==> src/rtl/rre_pkg.sv <==
// Shared types and constants of the retransmission timeout estimator.
// No dependencies; every other file imports this package.
package rre_pkg;

   localparam int RtoWidth   = 31;
   localparam int TimeWidth  = 32;
   localparam int CountWidth = 8;
   localparam int StateWidth = 40;
   localparam int CsrIdxWidth = 2;

   localparam logic [1:0] MODE_REINIT   = 2'd0;
   localparam logic [1:0] MODE_RESPONSE = 2'd1;
   localparam logic [1:0] MODE_TIMEOUT  = 2'd2;

   localparam logic [CsrIdxWidth-1:0] CSR_RTO_MIN         = 2'd0;
   localparam logic [CsrIdxWidth-1:0] CSR_RTO_MAX         = 2'd1;
   localparam logic [CsrIdxWidth-1:0] CSR_MAX_RETRANSMITS = 2'd2;

   localparam logic [RtoWidth-1:0]   RTO_MIN_RESET   = 31'd1000;
   localparam logic [RtoWidth-1:0]   RTO_MAX_RESET   = 31'd3000;
   localparam logic [CountWidth-1:0] MAX_RETX_RESET  = 8'd12;
   localparam logic signed [StateWidth-1:0] INIT_DEV_X4 = 40'sd3000;
   localparam logic [RtoWidth-1:0]   RTO_RESET       = 31'd3000;

   typedef struct packed {
      logic [1:0]            mode;
      logic [TimeWidth-1:0]  now_time;
      logic [TimeWidth-1:0]  sent_time;
      logic [CountWidth-1:0] retransmit_count;
   } req_type;

   typedef struct packed {
      logic [RtoWidth-1:0]         timeout_ms;
      logic                        give_up;
      logic signed [TimeWidth-1:0] measured_rtt;
   } rsp_type;

   typedef struct packed {
      logic [RtoWidth-1:0]   rto_min;
      logic [RtoWidth-1:0]   rto_max;
      logic [CountWidth-1:0] max_retransmits;
   } cfg_type;

   function automatic logic [RtoWidth-1:0] clamp_rto(
      input logic signed [StateWidth+1:0] value,
      input logic [RtoWidth-1:0]          lo,
      input logic [RtoWidth-1:0]          hi
   );
      logic signed [StateWidth+1:0] lo_ext;
      logic signed [StateWidth+1:0] hi_ext;
      lo_ext = signed'({11'b0, lo});
      hi_ext = signed'({11'b0, hi});
      if (value < lo_ext) begin
         return lo;
      end else if (value > hi_ext) begin
         return hi;
      end
      return value[RtoWidth-1:0];
   endfunction

endpackage

==> src/rtl/rre_if.sv <==
// Valid/ready channel interfaces for request and response beats.
// Depends on rre_pkg.
interface rre_req_if;
   import rre_pkg::*;
   logic    valid;
   logic    ready;
   req_type data;
   modport source (output valid, output data, input ready);
   modport sink   (input valid, input data, output ready);
endinterface

interface rre_rsp_if;
   import rre_pkg::*;
   logic    valid;
   logic    ready;
   rsp_type data;
   modport source (output valid, output data, input ready);
   modport sink   (input valid, input data, output ready);
endinterface

==> src/rtl/rre_cfg_regs.sv <==
// Limit registers written through the csr port.
// Depends on rre_pkg.
module rre_cfg_regs (
   input  logic                                 clock,
   input  logic                                 reset,
   input  logic                                 csr_wr_en,
   input  logic [rre_pkg::CsrIdxWidth-1:0]      csr_index,
   input  logic [rre_pkg::RtoWidth-1:0]         csr_wdata,
   output rre_pkg::cfg_type                     cfg
);
   import rre_pkg::*;

   cfg_type cfg_ff;
   cfg_type cfg_in;

   always_comb begin
      cfg_in = cfg_ff;
      if (csr_wr_en) begin
         unique case (csr_index)
            CSR_RTO_MIN:         cfg_in.rto_min = csr_wdata;
            CSR_RTO_MAX:         cfg_in.rto_max = csr_wdata;
            CSR_MAX_RETRANSMITS: cfg_in.max_retransmits = csr_wdata[CountWidth-1:0];
            default:             cfg_in = cfg_ff;
         endcase
      end
   end

   always_ff @(posedge clock) begin
      if (reset) begin
         cfg_ff.rto_min         <= RTO_MIN_RESET;
         cfg_ff.rto_max         <= RTO_MAX_RESET;
         cfg_ff.max_retransmits <= MAX_RETX_RESET;
      end else begin
         cfg_ff <= cfg_in;
      end
   end

   assign cfg = cfg_ff;

endmodule

==> src/rtl/rre_core.sv <==
// Estimator state and its per-event update; result is combinational.
// Depends on rre_pkg.
module rre_core (
   input  logic             clock,
   input  logic             reset,
   input  logic             advance,
   input  rre_pkg::req_type item,
   input  rre_pkg::cfg_type cfg,
   output rre_pkg::rsp_type result
);
   import rre_pkg::*;

   logic signed [StateWidth-1:0] srtt_ff, srtt_in;
   logic signed [StateWidth-1:0] dev_ff, dev_in;
   logic [RtoWidth-1:0]          rto_ff, rto_in;
   logic signed [TimeWidth-1:0]  rtt_ff, rtt_in;
   logic                         give_up;

   logic signed [TimeWidth-1:0]    rtt;
   logic signed [StateWidth:0]     delta;
   logic signed [StateWidth:0]     delta_abs;
   logic signed [StateWidth-1:0]   srtt_new;
   logic signed [StateWidth-1:0]   dev_new;
   logic signed [StateWidth-1:0]   srtt_div8;
   logic signed [StateWidth+1:0]   rto_raw;
   logic signed [StateWidth+1:0]   rto_dbl;
   logic signed [StateWidth+1:0]   rto_init;

   always_comb begin
      rtt       = signed'(item.now_time - item.sent_time);
      srtt_div8 = srtt_ff >>> 3;
      delta     = StateWidth'(0) + {{(StateWidth+1-TimeWidth){rtt[TimeWidth-1]}}, rtt}
                  - {srtt_div8[StateWidth-1], srtt_div8};
      delta_abs = delta[StateWidth] ? -delta : delta;
      srtt_new  = srtt_ff + delta[StateWidth-1:0];
      dev_new   = dev_ff + delta_abs[StateWidth-1:0] - (dev_ff >>> 2);
      rto_raw   = {{2{srtt_new[StateWidth-1]}}, srtt_new >>> 3}
                  + {{2{dev_new[StateWidth-1]}}, dev_new};
      rto_dbl   = signed'({11'b0, rto_ff} <<< 1);
      rto_init  = {{2{INIT_DEV_X4[StateWidth-1]}}, INIT_DEV_X4};

      srtt_in = srtt_ff;
      dev_in  = dev_ff;
      rto_in  = rto_ff;
      rtt_in  = rtt_ff;
      give_up = 1'b0;
      unique case (item.mode)
         MODE_REINIT: begin
            srtt_in = '0;
            dev_in  = INIT_DEV_X4;
            rtt_in  = '0;
            rto_in  = clamp_rto(rto_init, cfg.rto_min, cfg.rto_max);
         end
         MODE_RESPONSE: begin
            srtt_in = srtt_new;
            dev_in  = dev_new;
            rtt_in  = rtt;
            rto_in  = clamp_rto(rto_raw, cfg.rto_min, cfg.rto_max);
         end
         MODE_TIMEOUT: begin
            rto_in  = clamp_rto(rto_dbl, cfg.rto_min, cfg.rto_max);
            give_up = (item.retransmit_count >= cfg.max_retransmits);
         end
         default: begin
            give_up = 1'b0;
         end
      endcase
   end

   always_ff @(posedge clock) begin
      if (reset) begin
         srtt_ff <= '0;
         dev_ff  <= INIT_DEV_X4;
         rto_ff  <= RTO_RESET;
         rtt_ff  <= '0;
      end else if (advance) begin
         srtt_ff <= srtt_in;
         dev_ff  <= dev_in;
         rto_ff  <= rto_in;
         rtt_ff  <= rtt_in;
      end
   end

   assign result.timeout_ms   = rto_in;
   assign result.give_up      = give_up;
   assign result.measured_rtt = rtt_in;

   a_hold_state: assert property (@(posedge clock) disable iff (reset)
      !advance |=> $stable(srtt_ff) && $stable(dev_ff) && $stable(rto_ff) && $stable(rtt_ff))
      else $error("state changed without an event");

   a_reinit: assert property (@(posedge clock) disable iff (reset)
      advance && item.mode == MODE_REINIT |=> srtt_ff == '0 && dev_ff == INIT_DEV_X4
                                              && rtt_ff == '0)
      else $error("reinit left stale state");

   a_give_up_timeout: assert property (@(posedge clock) disable iff (reset)
      give_up |-> item.mode == MODE_TIMEOUT)
      else $error("give_up outside a timeout event");

endmodule

==> src/rtl/rtt_rto_estimator.sv <==
// Top level of the retransmission timeout estimator: input stage, core,
// result register and limit registers. Depends on rre_pkg, rre_if,
// rre_cfg_regs and rre_core.
//
// Usage: each req beat carries one event (mode 0 reinit, 1 response with
// now/sent timestamps, 2 timeout with retransmit count). Each event gives
// exactly one rsp beat with the timeout after the event, the give_up flag
// and the last measured round trip time.
// The rsp beat passes two registers: the input register loads when its req beat
// is accepted, and the result register loads when the core advances.
// Throughput: one beat per cycle while rsp.ready is high; the whole estimator
// update is combinational between the two registers.
// csr writes set rto_min (index 0), rto_max (1) and max_retransmits (2);
// they take effect at the next event and do not re-clamp the timeout.
// Reset (synchronous, active high) empties both stages, loads the limit
// defaults 1000/3000/12 and sets the timeout to 3000 ms.
// When rsp.ready is low, the result holds and the input stage keeps one
// more beat; req.ready drops once both are full.
module rtt_rto_estimator (
   input  logic                            clock,
   input  logic                            reset,
   rre_req_if.sink                         req,
   rre_rsp_if.source                       rsp,
   input  logic                            csr_wr_en,
   input  logic [rre_pkg::CsrIdxWidth-1:0] csr_index,
   input  logic [rre_pkg::RtoWidth-1:0]    csr_wdata
);
   import rre_pkg::*;

   logic    stg_valid_ff;
   req_type stg_item_ff;
   logic    rsp_valid_ff;
   rsp_type rsp_data_ff;
   logic    advance;
   cfg_type cfg;
   rsp_type result;

   rre_cfg_regs u_cfg (
      .clock     (clock),
      .reset     (reset),
      .csr_wr_en (csr_wr_en),
      .csr_index (csr_index),
      .csr_wdata (csr_wdata),
      .cfg       (cfg)
   );

   rre_core u_core (
      .clock   (clock),
      .reset   (reset),
      .advance (advance),
      .item    (stg_item_ff),
      .cfg     (cfg),
      .result  (result)
   );

   assign advance   = stg_valid_ff && (!rsp_valid_ff || rsp.ready);
   assign req.ready = !stg_valid_ff || advance;

   always_ff @(posedge clock) begin
      if (reset) begin
         stg_valid_ff <= 1'b0;
         rsp_valid_ff <= 1'b0;
      end else begin
         if (req.ready) begin
            stg_valid_ff <= req.valid;
         end
         if (advance) begin
            rsp_valid_ff <= 1'b1;
         end else if (rsp.ready) begin
            rsp_valid_ff <= 1'b0;
         end
      end
   end

   always_ff @(posedge clock) begin
      if (req.valid && req.ready) begin
         stg_item_ff <= req.data;
      end
      if (advance) begin
         rsp_data_ff <= result;
      end
   end

   assign rsp.valid = rsp_valid_ff;
   assign rsp.data  = rsp_data_ff;

   a_advance_fills: assert property (@(posedge clock) disable iff (reset)
      advance |=> rsp_valid_ff)
      else $error("result register lost a beat");

   a_no_overwrite: assert property (@(posedge clock) disable iff (reset)
      rsp_valid_ff && !rsp.ready |-> !advance)
      else $error("stalled result overwritten");

endmodule

==> src/flat_wrapper.sv <==
// flat-port wrapper written by rule: the top's interface ports become plain ports
module rtt_rto_estimator_flat import rre_pkg::*;
  (clock, reset, csr_wr_en, csr_index, csr_wdata, req_valid, req_data, req_ready, rsp_valid, rsp_data, rsp_ready);
  rre_req_if req_i ();
  rre_rsp_if rsp_i ();
  input  logic clock;
  input  logic reset;
  input  logic csr_wr_en;
  input  logic [rre_pkg::CsrIdxWidth-1:0] csr_index;
  input  logic [rre_pkg::RtoWidth-1:0] csr_wdata;
  input wire logic [$bits(req_i.valid)-1:0] req_valid;
  input wire logic [$bits(req_i.data)-1:0] req_data;
  output wire logic [$bits(req_i.ready)-1:0] req_ready;
  output wire logic [$bits(rsp_i.valid)-1:0] rsp_valid;
  output wire logic [$bits(rsp_i.data)-1:0] rsp_data;
  input wire logic [$bits(rsp_i.ready)-1:0] rsp_ready;
  assign req_i.valid = req_valid;
  assign req_i.data = req_data;
  assign req_ready = req_i.ready;
  assign rsp_valid = rsp_i.valid;
  assign rsp_data = rsp_i.data;
  assign rsp_i.ready = rsp_ready;
  rtt_rto_estimator u_core (.clock(clock), .reset(reset), .req(req_i), .rsp(rsp_i), .csr_wr_en(csr_wr_en), .csr_index(csr_index), .csr_wdata(csr_wdata));
endmodule
==> config.mk <==
export PLATFORM = sky130hd
export DESIGN_NAME = rtt_rto_estimator_flat
export DESIGN_NICKNAME = d
export VERILOG_FILES = /design/src/rtl/rre_pkg.sv /design/src/rtl/rre_if.sv /design/src/rtl/rre_cfg_regs.sv /design/src/rtl/rre_core.sv /design/src/rtl/rtt_rto_estimator.sv /design/src/flat_wrapper.sv
export SDC_FILE = /design/constraint.sdc
export NUM_CORES = 1
export LEC_CHECK = 0
export BUFFER_PORTS_ARGS = -buffer_cell sky130_fd_sc_hd__buf_2
export CAP_MARGIN = 20
export CORE_ASPECT_RATIO = 0.7
export CORE_MARGIN = 2
export CORE_UTILIZATION = 28
export CTS_CLUSTER_SIZE = 40
export DETAILED_ROUTE_END_ITERATION = 10
export PLACE_DENSITY = 0.45
export SYNTH_ARGS = -nofsm -noshare
export SYNTH_HDL_FRONTEND = slang
export SYNTH_SLANG_ARGS = --single-unit
==> constraint.sdc <==
create_clock -name clock -period 15.12 [get_ports clock]
set_input_delay 1.512 -clock clock [delete_from_list [all_inputs] [get_ports clock]]
set_output_delay 1.512 -clock clock [all_outputs]
set_load 0.005 [all_outputs]
==> flow_metrics.env <==
export IMPL_status="finished clean"
export IMPL_grt_start_max_net_pins=68
export IMPL_path_class="reg2reg"
export IMPL_vias=26800
export IMPL_avgSynthCellArea_um2=8.20
export IMPL_synth_top_area_frac=0.147
export IMPL_cts_sinks=353
export IMPL_drive_gt1_frac=0.0978
export IMPL_path_clk_slew_ns=0.06
export IMPL_worstPathRequired_ns=15.58
export IMPL_setup_tns_ns=0
export IMPL_cts_root_buf="clkbuf_16"
export IMPL_worstSkewPairLatency_ns=0.61
export IMPL_antenna_found_initial=2
export IMPL_slew_limit_headroom=0.240
export IMPL_synth_fp_nets=4040
export IMPL_cts_tree="done"
export IMPL_synth_seq_cells=353
export IMPL_ant_nets=0
export IMPL_drt_wl_total_mm=103
export IMPL_avgRoutedWirePerCell_um=20.3
export IMPL_crit_slowest_cell="or4_1"
export IMPL_period_share=0.940
export IMPL_ys_warnings_count=0
export IMPL_die_h_um=274
export IMPL_diodes=0
export IMPL_num_rows=99
export IMPL_ios=178
export IMPL_drt_initial_drc_count=2233
export IMPL_synthArstFlopShare=0
export IMPL_place_area_mm2=0.0317
export IMPL_grt_pass1_wl_mm=157
export IMPL_cts_htree_levels=2
export IMPL_ys_seq_area_frac=0.289
export IMPL_finalHoldViolations=0
export IMPL_cap_violations=0
export IMPL_startpoint_type="register"
export IMPL_clockBufferDepth=3
export IMPL_hpwl_mm=79.5
export IMPL_synth_cell_types=94
export IMPL_grt_pass1_vias=25000
export IMPL_drc_errors=0
export IMPL_grt_overflow=0
export IMPL_cp_end_kind="register"
export IMPL_finClkSkew_ns=0.0199
export IMPL_track_usage=0.189
export IMPL_fmax_mhz=70.4
export IMPL_cts_inserted_buffers=44
export IMPL_rsz0062_at_grt="no"
export IMPL_die_area_mm2=0.107
export IMPL_area_delta_synth_final_pct=13.9
export IMPL_register_area_mm2=0.00845
export IMPL_portBuffers=177
export IMPL_synth_enable_flop_cells=138
export IMPL_ys_top_cells_by_area="dfxtp_1, edfxtp_1, ha_1"
export IMPL_crit_arrival_ns=14.67
export IMPL_syn_inst=3568
export IMPL_slew_viol_final=0
export IMPL_vias_per_cell=5.25
export IMPL_finalCriticalPeriod_ns=14.21
export IMPL_cts_hold_buf=0
export IMPL_synth_ff_type="dfxtp_1"
export IMPL_multiInputGateArea_mm2=0.0192
export IMPL_setup_viol=0
export IMPL_start_util=0.282
export IMPL_cp_common_cell="ha_1"
export IMPL_synth_largest_area_cell="dfxtp_1"
export IMPL_synthesis_area_mm2=0.0293
export IMPL_path_max_fanout=21
export IMPL_tightest_slew_ns=1.13
export IMPL_cp_slowest_stage_delay_ns=0.61
export IMPL_die_w_um=390
export IMPL_fin_nets=4178
export IMPL_gp_congestion=0.915
export IMPL_coreArea_mm2=0.104
export IMPL_dr_pass1_iters=7
export IMPL_filler_cell_count=11000
export IMPL_min_delay_path_class="reg2reg"
export IMPL_final_cell_area_mm2=0.0333
cells in the mapped netlist, types with 56 or more instances:
cell type / number
nand3_1: 56
dfxtp_1: 215
edfxtp_1: 138
ha_1: 318
nor2_1: 361
a21o_1: 113
clkbuf_1: 121
a21oi_1: 350
inv_1: 320
o21ai_0: 162
nand2_1: 314
a22oi_1: 66
xnor2_1: 131
nor3_1: 57
xor2_1: 62
logic make-up after synthesis:
family	Yosys count	share of synthesized area
compound gates	1103	0.248
simple gates	1083	0.175
buf+inv	454	0.0585
fa+ha+maj	360	0.165
flops	353	0.289
xor+xnor	193	0.0578
mux	21	0.00723
other cells	1	0.000128
per-layer routing:
layer  global-route usage  wire length (um)
met1                0.289             52800
met2                0.274             42300
met3               0.0291              6520
met4               0.0402              1800
met5                    0                 0
worst max-delay path, delay by kind of cell (launching register included):
family / cells / cell delay (ns)
buffers and inverters: 4 / 0.65
XOR/XNOR: 4 / 0.70
AND/OR/NAND/NOR: 16 / 3.69
AO/OA/AOI/OAI: 25 / 6.07
adder cells (fa/ha/maj): 7 / 2.57
flip-flops: 1 / 0.36
registers in the layout (all words and copies together), names as in the netlist:
signal,cells
u_core.rsp.data,64
u_core.rsp.valid,1
u_core.stg_item_ff,74
u_core.stg_valid_ff,1
u_core.u_cfg.cfg,70
u_core.u_core.dev_ff,40
u_core.u_core.rto_ff,31
u_core.u_core.rtt_ff,32
u_core.u_core.srtt_ff,40
metrics by stage:
stage          worst slack [ns]  utilization  std cells  hold WS, ns
4_1_cts                   0.183        0.320       5101        0.455
2_1_floorplan              2.39            -       3568        0.425
3_3_place_gp              0.444        0.305       5019        0.438
6_report                  0.913        0.321       5105        0.456
3_5_place_dp              0.256        0.305       5019        0.447
5_1_grt                 0.00278        0.321       5105        0.484
placed cells by master (no fill, tap or decap), types with 131 or more instances in the layout:
| cell type | n |
|---|---|
| inv_1 | 318 |
| ha_1 | 318 |
| edfxtp_1 | 138 |
| o21ai_0 | 160 |
| a21oi_1 | 347 |
| nand2_1 | 310 |
| buf_2 | 176 |
| xnor2_1 | 131 |
| nor2_1 | 358 |
| dfxtp_1 | 215 |
cell type report:
cell class / instances / area share
multi-input combinational: 2761 / 0.576
sequential: 353 / 0.253
tap: 1363 / 0.0512
timing repair buffer: 225 / 0.0381
inverter: 321 / 0.0363
clock buffer: 54 / 0.0354
clock inverter: 28 / 0.00954
worst paths after layout:
path / from / end / slack, ns / cells after the start
worst min-delay path: u_core.u_core.rtt_ff[14] / u_core.u_core.rtt_ff[14] / 0.46 / 2
worst min register to register: u_core.u_core.rtt_ff[14] / u_core.u_core.rtt_ff[14] / 0.46 / 2
worst max register to register: u_core.stg_item_ff[8] / u_core.u_core.rto_ff[9] / 0.91 / 56
worst max-delay path: u_core.stg_item_ff[8] / u_core.u_core.rto_ff[9] / 0.91 / 56
what timing repair did:
action | 4_1_cts | 5_1_grt
buffers inserted | 0 | 3
resized for setup | 0 | 14
endpoints found under the hold margin | 0 | 0
setup endpoints to repair | 0 | 62
Power is not shown: default switching activity piles up to over one toggle a cycle in this logic, so the estimate is an artifact.
